[config.mk]
export PLATFORM = sky130hd
export DESIGN_NAME = tga_pixel_stream_decoder
export DESIGN_NICKNAME = d
export VERILOG_FILES = /design/src/tga_pkg.sv /design/src/tga_pixel_stream_decoder.sv /design/src/tga_dec_core.sv /design/src/tga_skid.sv
export SDC_FILE = /design/constraint.sdc
export NUM_CORES = 2
export LEC_CHECK = 0
export BUFFER_PORTS_ARGS = -buffer_cell sky130_fd_sc_hd__buf_2
export CAP_MARGIN = 20
export CORE_ASPECT_RATIO = 0.7
export CORE_MARGIN = 2
export CORE_UTILIZATION = 65
export CTS_CLUSTER_DIAMETER = 200
export DETAILED_ROUTE_END_ITERATION = 7
export PLACE_DENSITY = 0.88
export SYNTH_ARGS = -nofsm -noshare
export SYNTH_HDL_FRONTEND = slang
export SYNTH_SLANG_ARGS = --single-unit
export TNS_END_PERCENT = 1
[constraint.sdc]
create_clock -name clk_i -period 7.3 [get_ports clk_i]
set_input_delay 1.46 -clock clk_i [delete_from_list [all_inputs] [get_ports clk_i]]
set_output_delay 1.46 -clock clk_i [all_outputs]
set_load 0.1 [all_outputs]
[src/tga_pkg.sv]
// ----------------------------------------------------------------------------
// tga_pkg: shared types and constants of the targa pixel stream decoder
// Decode phases, register indexes, the configuration view and the result beat.
// ----------------------------------------------------------------------------
package tga_pkg;

  // Decoder phase
  typedef enum logic [1:0] {
    PH_HEADER = 2'd0,
    PH_RAW    = 2'd1,
    PH_RUN    = 2'd2,
    PH_PLAIN  = 2'd3
  } decode_phase_e;

  // Configuration register indexes
  typedef enum logic [1:0] {
    CFG_IMAGE_WIDTH     = 2'd0,
    CFG_IMAGE_HEIGHT    = 2'd1,
    CFG_BYTES_PER_PIXEL = 2'd2,
    CFG_RLE_MODE        = 2'd3
  } cfg_index_e;

  localparam int unsigned CfgDataW = 16;
  localparam int unsigned PixCountW = 32;

  // Configuration as seen by the decoder
  typedef struct packed {
    logic [PixCountW-1:0] area;   // width * height
    logic                 is3;    // 3-byte pixels
    logic                 rle;    // run-length mode
  } cfg_t;

  // One result beat
  typedef struct packed {
    logic [7:0] byte0;
    logic [7:0] byte1;
    logic [7:0] byte2;
    logic [7:0] byte3;
    logic [7:0] rep;
    logic       last;
  } result_t;

endpackage

[src/tga_pixel_stream_decoder.sv]
// ----------------------------------------------------------------------------
// tga_pixel_stream_decoder: targa pixel data decoder, one byte per beat
//
//   channel | direction | handshake             | payload
//   --------+-----------+-----------------------+---------------------------------
//   in      | input     | in_valid_i/in_stall_o | data_byte_i, start_image_i
//   out     | output    | out_valid_o/out_stall_i| pixel_byte0..3_o, repeat_count_o,
//           |           |                       | image_end_o
//   cfg     | input     | cfg_we_i              | cfg_index_i, cfg_wdata_i
//
// One byte is taken every cycle while in_stall_o is low; its state update is
// combinational; a finished pixel shows on the output from a buffer register.
// Results pass through a two-entry buffer; input stalls while both entries
// are occupied, which only builds up under a stalled consumer.
// Reset clears the decode state to "no image"; the first byte with
// start_image_i set begins decoding. Width * height is formed on the cfg write.
// ----------------------------------------------------------------------------
module tga_pixel_stream_decoder (
  input  logic                         clk_i,
  input  logic                         rst_ni,
  input  logic                         cfg_we_i,
  input  logic [1:0]                   cfg_index_i,
  input  logic [tga_pkg::CfgDataW-1:0] cfg_wdata_i,
  input  logic                         in_valid_i,
  output logic                         in_stall_o,
  input  logic [7:0]                   data_byte_i,
  input  logic                         start_image_i,
  output logic                         out_valid_o,
  input  logic                         out_stall_i,
  output logic [7:0]                   pixel_byte0_o,
  output logic [7:0]                   pixel_byte1_o,
  output logic [7:0]                   pixel_byte2_o,
  output logic [7:0]                   pixel_byte3_o,
  output logic [7:0]                   repeat_count_o,
  output logic                         image_end_o
);
  import tga_pkg::*;

  logic [CfgDataW-1:0]  width_q, width_d;
  logic [CfgDataW-1:0]  height_q, height_d;
  logic [2:0]           bpp_q, bpp_d;
  logic                 rle_q, rle_d;
  logic [PixCountW-1:0] area_q, area_d;

  cfg_t    cfg;
  logic    accept;
  logic    res_valid;
  result_t res;
  result_t out_res;
  logic    full;

  // Register writes; keep the pixel count in step with the size
  always_comb begin
    width_d  = width_q;
    height_d = height_q;
    bpp_d    = bpp_q;
    rle_d    = rle_q;
    area_d   = area_q;
    if (cfg_we_i) begin
      unique case (cfg_index_e'(cfg_index_i))
        CFG_IMAGE_WIDTH: begin
          width_d = cfg_wdata_i;
          area_d  = PixCountW'(cfg_wdata_i) * PixCountW'(height_q);
        end
        CFG_IMAGE_HEIGHT: begin
          height_d = cfg_wdata_i;
          area_d   = PixCountW'(width_q) * PixCountW'(cfg_wdata_i);
        end
        CFG_BYTES_PER_PIXEL: bpp_d = cfg_wdata_i[2:0];
        CFG_RLE_MODE:        rle_d = cfg_wdata_i[0];
        default:             width_d = width_q;
      endcase
    end
  end

  always_ff @(posedge clk_i or negedge rst_ni) begin
    if (!rst_ni) begin
      width_q  <= CfgDataW'(1);
      height_q <= CfgDataW'(1);
      bpp_q    <= 3'd4;
      rle_q    <= 1'b1;
      area_q   <= PixCountW'(1);
    end else begin
      width_q  <= width_d;
      height_q <= height_d;
      bpp_q    <= bpp_d;
      rle_q    <= rle_d;
      area_q   <= area_d;
    end
  end

  assign cfg.area = area_q;
  assign cfg.is3  = (bpp_q == 3'd3);
  assign cfg.rle  = rle_q;

  // Take a byte unless the result buffer is full
  assign in_stall_o = full;
  assign accept     = in_valid_i && !full;

  tga_dec_core u_core (
    .clk_i         (clk_i),
    .rst_ni        (rst_ni),
    .accept_i      (accept),
    .data_byte_i   (data_byte_i),
    .start_image_i (start_image_i),
    .cfg_i         (cfg),
    .res_valid_o   (res_valid),
    .res_o         (res)
  );

  tga_skid u_skid (
    .clk_i   (clk_i),
    .rst_ni  (rst_ni),
    .push_i  (res_valid),
    .data_i  (res),
    .full_o  (full),
    .valid_o (out_valid_o),
    .stall_i (out_stall_i),
    .data_o  (out_res)
  );

  assign pixel_byte0_o  = out_res.byte0;
  assign pixel_byte1_o  = out_res.byte1;
  assign pixel_byte2_o  = out_res.byte2;
  assign pixel_byte3_o  = out_res.byte3;
  assign repeat_count_o = out_res.rep;
  assign image_end_o    = out_res.last;

endmodule

[src/tga_dec_core.sv]
// ----------------------------------------------------------------------------
// tga_dec_core: byte-at-a-time decode state of the targa pixel stream
// Tracks chunk headers, gathers pixel bytes and forms one result per pixel or run.
// ----------------------------------------------------------------------------
module tga_dec_core (
  input  logic             clk_i,
  input  logic             rst_ni,
  input  logic             accept_i,
  input  logic [7:0]       data_byte_i,
  input  logic             start_image_i,
  input  tga_pkg::cfg_t    cfg_i,
  output logic             res_valid_o,
  output tga_pkg::result_t res_o
);
  import tga_pkg::*;

  decode_phase_e        phase_q, phase_d;
  logic [1:0]           bip_q, bip_d;
  logic [23:0]          hold_q, hold_d;
  logic [7:0]           chunk_q, chunk_d;
  logic [PixCountW-1:0] left_q, left_d;

  // view of the state after an optional image start
  decode_phase_e        phase_s;
  logic [1:0]           bip_s;
  logic [23:0]          hold_s;
  logic [7:0]           chunk_s;
  logic [PixCountW-1:0] left_s;

  logic [7:0]           count;
  logic [7:0]           rep;
  logic                 swap;
  logic [7:0]           p0, p2, p3;
  logic                 last_byte;

  // Apply start of image
  always_comb begin
    if (start_image_i) begin
      phase_s = cfg_i.rle ? PH_HEADER : PH_PLAIN;
      bip_s   = 2'd0;
      hold_s  = '0;
      chunk_s = '0;
      left_s  = cfg_i.area;
    end else begin
      phase_s = phase_q;
      bip_s   = bip_q;
      hold_s  = hold_q;
      chunk_s = chunk_q;
      left_s  = left_q;
    end
  end

  // Decode one byte
  always_comb begin
    phase_d     = phase_s;
    bip_d       = bip_s;
    hold_d      = hold_s;
    chunk_d     = chunk_s;
    left_d      = left_s;
    res_valid_o = 1'b0;
    swap        = 1'b0;
    rep         = 8'd1;

    // header count: raw gives low bits + 1, run gives value - 127, same form
    count = {1'b0, data_byte_i[6:0]} + 8'd1;
    if ({{(PixCountW-8){1'b0}}, count} > left_s) begin
      count = left_s[7:0];
    end

    last_byte = cfg_i.is3 ? (bip_s >= 2'd2) : (bip_s >= 2'd3);

    p0 = hold_s[7:0];
    if (cfg_i.is3) begin
      p2 = data_byte_i;
      p3 = 8'd0;
    end else begin
      p2 = hold_s[23:16];
      p3 = data_byte_i;
    end

    if (left_s != '0) begin
      if (phase_s == PH_HEADER) begin
        phase_d = data_byte_i[7] ? PH_RUN : PH_RAW;
        chunk_d = count;
        bip_d   = 2'd0;
      end else if (!last_byte) begin
        unique case (bip_s)
          2'd0:    hold_d[7:0]   = data_byte_i;
          2'd1:    hold_d[15:8]  = data_byte_i;
          2'd2:    hold_d[23:16] = data_byte_i;
          default: hold_d        = hold_s;
        endcase
        bip_d = bip_s + 2'd1;
      end else begin
        bip_d       = 2'd0;
        res_valid_o = accept_i;
        unique case (phase_s)
          PH_PLAIN: begin
            swap = !cfg_i.is3;
            rep  = 8'd1;
          end
          PH_RAW: begin
            swap    = 1'b1;
            rep     = 8'd1;
            chunk_d = chunk_s - 8'd1;
            if (chunk_d == 8'd0) begin
              phase_d = PH_HEADER;
            end
          end
          default: begin
            swap    = 1'b1;
            rep     = chunk_s;
            chunk_d = 8'd0;
            phase_d = PH_HEADER;
          end
        endcase
        if ({{(PixCountW-8){1'b0}}, rep} > left_s) begin
          rep = left_s[7:0];
        end
        left_d = left_s - {{(PixCountW-8){1'b0}}, rep};
      end
    end

    res_o.byte0 = swap ? p2 : p0;
    res_o.byte1 = hold_s[15:8];
    res_o.byte2 = swap ? p0 : p2;
    res_o.byte3 = p3;
    res_o.rep   = rep;
    res_o.last  = (left_d == '0);
  end

  // Advance state on each accepted beat
  always_ff @(posedge clk_i or negedge rst_ni) begin
    if (!rst_ni) begin
      phase_q <= PH_HEADER;
      bip_q   <= 2'd0;
      hold_q  <= '0;
      chunk_q <= '0;
      left_q  <= '0;
    end else if (accept_i) begin
      phase_q <= phase_d;
      bip_q   <= bip_d;
      hold_q  <= hold_d;
      chunk_q <= chunk_d;
      left_q  <= left_d;
    end
  end

endmodule

[src/tga_skid.sv]
// ----------------------------------------------------------------------------
// tga_skid: two-entry result buffer
// Registers result beats; input keeps flowing under consumer stall until full.
// ----------------------------------------------------------------------------
module tga_skid (
  input  logic             clk_i,
  input  logic             rst_ni,
  input  logic             push_i,
  input  tga_pkg::result_t data_i,
  output logic             full_o,
  output logic             valid_o,
  input  logic             stall_i,
  output tga_pkg::result_t data_o
);
  import tga_pkg::*;

  result_t    head_q, head_d;
  result_t    tail_q, tail_d;
  logic [1:0] cnt_q, cnt_d;
  logic       pop;

  assign valid_o = (cnt_q != 2'd0);
  assign full_o  = (cnt_q == 2'd2);
  assign data_o  = head_q;
  assign pop     = valid_o && !stall_i;

  // Move entries on push and pop
  always_comb begin
    head_d = head_q;
    tail_d = tail_q;
    cnt_d  = cnt_q;
    unique case (cnt_q)
      2'd0: begin
        if (push_i) begin
          head_d = data_i;
          cnt_d  = 2'd1;
        end
      end
      2'd1: begin
        if (push_i && pop) begin
          head_d = data_i;
        end else if (push_i) begin
          tail_d = data_i;
          cnt_d  = 2'd2;
        end else if (pop) begin
          cnt_d = 2'd0;
        end
      end
      default: begin
        if (pop) begin
          head_d = tail_q;
          cnt_d  = 2'd1;
        end
      end
    endcase
  end

  always_ff @(posedge clk_i or negedge rst_ni) begin
    if (!rst_ni) begin
      cnt_q <= 2'd0;
    end else begin
      cnt_q <= cnt_d;
    end
  end

  // Payload needs no reset
  always_ff @(posedge clk_i) begin
    head_q <= head_d;
    tail_q <= tail_d;
  end

  // Never write into a full buffer
  assert property (@(posedge clk_i) disable iff (!rst_ni) !(push_i && full_o))
    else $error("result pushed into full buffer");

  // Fill level stays in range
  assert property (@(posedge clk_i) disable iff (!rst_ni) cnt_q != 2'd3)
    else $error("buffer count out of range");

  // A pop from a full buffer promotes the tail entry
  assert property (@(posedge clk_i) disable iff (!rst_ni)
    (full_o && !stall_i) |=> (cnt_q == 2'd1 && head_q == $past(tail_q)))
    else $error("tail entry not promoted");

  // A push into an empty buffer shows that beat next cycle
  assert property (@(posedge clk_i) disable iff (!rst_ni)
    (cnt_q == 2'd0 && push_i) |=> (valid_o && head_q == $past(data_i)))
    else $error("pushed beat not presented");

endmodule
==> key figures <==
Outcome
  – Status: completed

Floorplan
  – IO Count: 75
  – Site row count: 64
  – Starting Density: 65.6%
  – Core area: around 44,000 sq um
  – Chip height: 179 microns
  – Width of the die: ~250 microns
  – Die area: 45,700 sq um

Setup path
  – Highest fanout seen on the critical path: 13
  – Critical path type: in -> reg
  – Worst path required time: around 7.8 ns
  – Critical path capture point type: flip-flop
  – Crit path arrival time: 7.61 ns
  – Worst R2R Setup Slack: 0.45 ns
  – Crit path launch type: input port

Synthesis
  – Register area share after synthesis: around a fifth
  – Area contributors post-synth: fa_1 27%, dfrtp_1 12%, ha_1 10%
  – Dominant synthesized flop cell: dfrtp_1
  – Yosys warns: 0
  – Post-synthesis cell count: about 3,100
  – Ys async rst share: 62.7%
  – Area share of the largest cell type after synthesis: a little over a quarter
  – Unique cell type count in the Yosys netlist: 80
  – Syn Area/Cell: ~9.3 sq um
  – Post-Syn Area: 28,600 sq um
  – Mapped Nets: roughly 3,700
  – Synth Register Bits: 220
  – Post-synth EDFFs: between 80 and 90
  – Synth area leader: fa_1

STA
  – Final period util: a little over nine tenths
  – Final worst slack: 0.138 ns
  – RSZ-0062 raised after global routing: true
  – Final Max Tran Viols: 0
  – Slew headroom: between 30% and 40%
  – Hold_ws: about 0.5 ns
  – Total negative slack: 0 ns
  – Max Clock Skew: 0.0274 ns
  – Setup violators final: 0
  – Tightest Pin Transition: 1.04 ns
  – Final Hold Fails: 0
  – Max Freq: approximately 140 MHz
  – Period minus WS final: just over 7 ns

Finish
  – Fillers: a little over 3,000
  – Nets: between 3,000 and 4,000
  – Share of post-route cells with drive strength above 1: a little over an eighth
  – Leading cell type in the layout, fill and taps excluded: nand2_1
  – Final antenna diode count: 0
  – Most frequent cells in the layout: 487 x nand2_1, 467 x inv_1, 389 x fa_1, 238 x ha_1, 194 x and2_1
  – Area growth syn-to-layout: 10.1%

Route
  – DRC: 0
  – First-pass iteration count of the detailed router: 6
  – Routed length per placed instance: 20.9 microns
  – Initial DRC count: 2,592
  – Via Count: approximately 23,000
  – Vias/cell: 6.12
  – Total wire length: 79,800 microns
  – Final antenna-violating net count: 0

Place
  – Dpl hpwl: 62,500 microns
  – GP Congestion: between 0.9 and 1
  – DP Worst Slack: -0.486 ns
  – IO buf count: 74

Clock tree
  – Cts hold-fix bufs: 0
  – CTS tree: built
  – Num CTS Buffers: 22
  – Worst-skew pair later-pin latency: roughly 0.56 ns
  – Post-CTS Setup Bufs: 0
  – Root Driver: clkbuf_16
  – CTS H-Tree Depth: 1
  – CTS clk-pin slew, worst paths: 0.07 ns
  – Clock Sinks: 220
  – CTS max path bufs: 3

Worst hold path
  – Worst hold path type: reg -> reg

Global route
  – Global-route wire length before repair: 130,000 microns
  – GRT Residual Overflow: 0
  – All-Layer GR Usage: a little over a third
  – Largest net degree at the start of global routing: 75
  – Initial antenna violation count: 0
  – Number of global-route vias before repair: approximately 24,000

Run
  – Max-cap violations: 0
-- cell usage after synthesis (9+ instances only) --
cell type,instances
a22o_1,35
nand2b_1,15
mux2i_1,43
nand4_1,11
fa_1,389
nor3b_1,11
inv_1,467
and3_1,15
xor2_1,40
and2_1,194
a211oi_1,12
ha_1,239
o21a_1,12
nor2_1,101
mux2_2,75
o31ai_1,14
a31oi_1,12
a21o_1,43
o21ai_0,110
a21oi_1,104
nand3_1,20
edfxtp_1,82
a22oi_1,20
xnor2_1,54
clkbuf_1,152
nor2b_1,26
nor3_1,27
dfrtp_1,133
o22ai_1,11
nor4_1,10
or2_2,9
nand2_1,487
-- cell type report --
cell class                 instances  area (sq um)  area share (%)
clock buffer                      26           586            1.86
clock inverter                    14           181           0.576
inverter                         468          1760            5.58
multi-input combinational       2227         20300            64.5
sequential                       220          5920            18.8
tap                              594           743            2.36
timing repair buffer             273          2000            6.34
-- state kept, by name, summed over array words and instances (netlist names) --
name,flops
u_skid.data_o,41
width_q,16
bpp_q,3
u_core.hold_q,24
u_core.left_q,32
u_core.phase_q,2
height_q,16
u_skid.cnt_q,2
u_core.bip_q,2
u_core.chunk_q,8
rle_q,1
u_skid.tail_q,41
area_q,32
-- cell families after synthesis --
kind of cell / share of synthesized area, %
AND/OR/NAND/NOR: 15.9
buffers and inverters: 8.56
adder cells (fa/ha/maj): 37.7
AO/OA/AOI/OAI: 9.66
flip-flops: 20.7
multiplexers: 4.58
XOR/XNOR: 2.88
-- what timing repair did --
action / 4_1_cts / 5_1_grt
endpoints found under the setup margin: 2 / 10
resized for setup: 3 / 10
pin swaps: 0 / 3
hold endpoints to repair: 0 / 0
-- path summary, 6_finish.rpt --
path | from | endpoint | depth (start not counted)
max | cfg_wdata_i[9] | area_q[31] | 21
min | u_core.left_q[1] | u_core.left_q[1] | 2
max reg2reg | height_q[4] | area_q[31] | 24
min reg2reg | u_core.left_q[1] | u_core.left_q[1] | 2
max in group asynchronous | rst_ni | u_skid.cnt_q[1] | 2
min in group asynchronous | rst_ni | u_core.chunk_q[6] | 1
-- metal layers --
metal | part of all wire (%) | vias up | wire, microns | global-route usage [%]
li1 | - | 10200 | - | -
met1 | 42 | 11700 | 33500 | 54.9
met2 | 44 | 1356 | 34800 | 53.4
met3 | 12 | 185 | 9420 | 7.78
met4 | 2.5 | 0 | 2000 | 7.42
met5 | 0 | - | 0 | 0
-- critical path: stages --
cell and delay, ns:
buf_2 0.27, buf_4 0.29, nand2_1 0.09, fa_1 0.54, fa_1 0.45, fa_1 0.57, fa_1 0.43, fa_1 0.49
inv_1 0.06, fa_1 0.45, ha_1 0.34, a21oi_1 0.15, o21ai_0 0.17, a221o_1 0.40, a21o_1 0.20, a21oi_1 0.22
o2bb2ai_1 0.24, o31ai_1 0.13, a21oi_1 0.20, xnor2_1 0.13, a221o_1 0.33
-- per-stage QoR --
| step | util, % | cells | area (sq um) |
|---|---|---|---|
| 2_1_floorplan | - | 3083 | 28600 |
| 5_1_grt | 72.3 | 3822 | 31500 |
| 6_report | 72.3 | 3822 | 31500 |
| 3_3_place_gp | 70.3 | 3780 | 30600 |
| 4_1_cts | 72.0 | 3820 | 31400 |
| 3_5_place_dp | 70.3 | 3780 | 30600 |
Power is not shown: default switching activity piles up to over one toggle a cycle in this logic, so the estimate is an artifact.
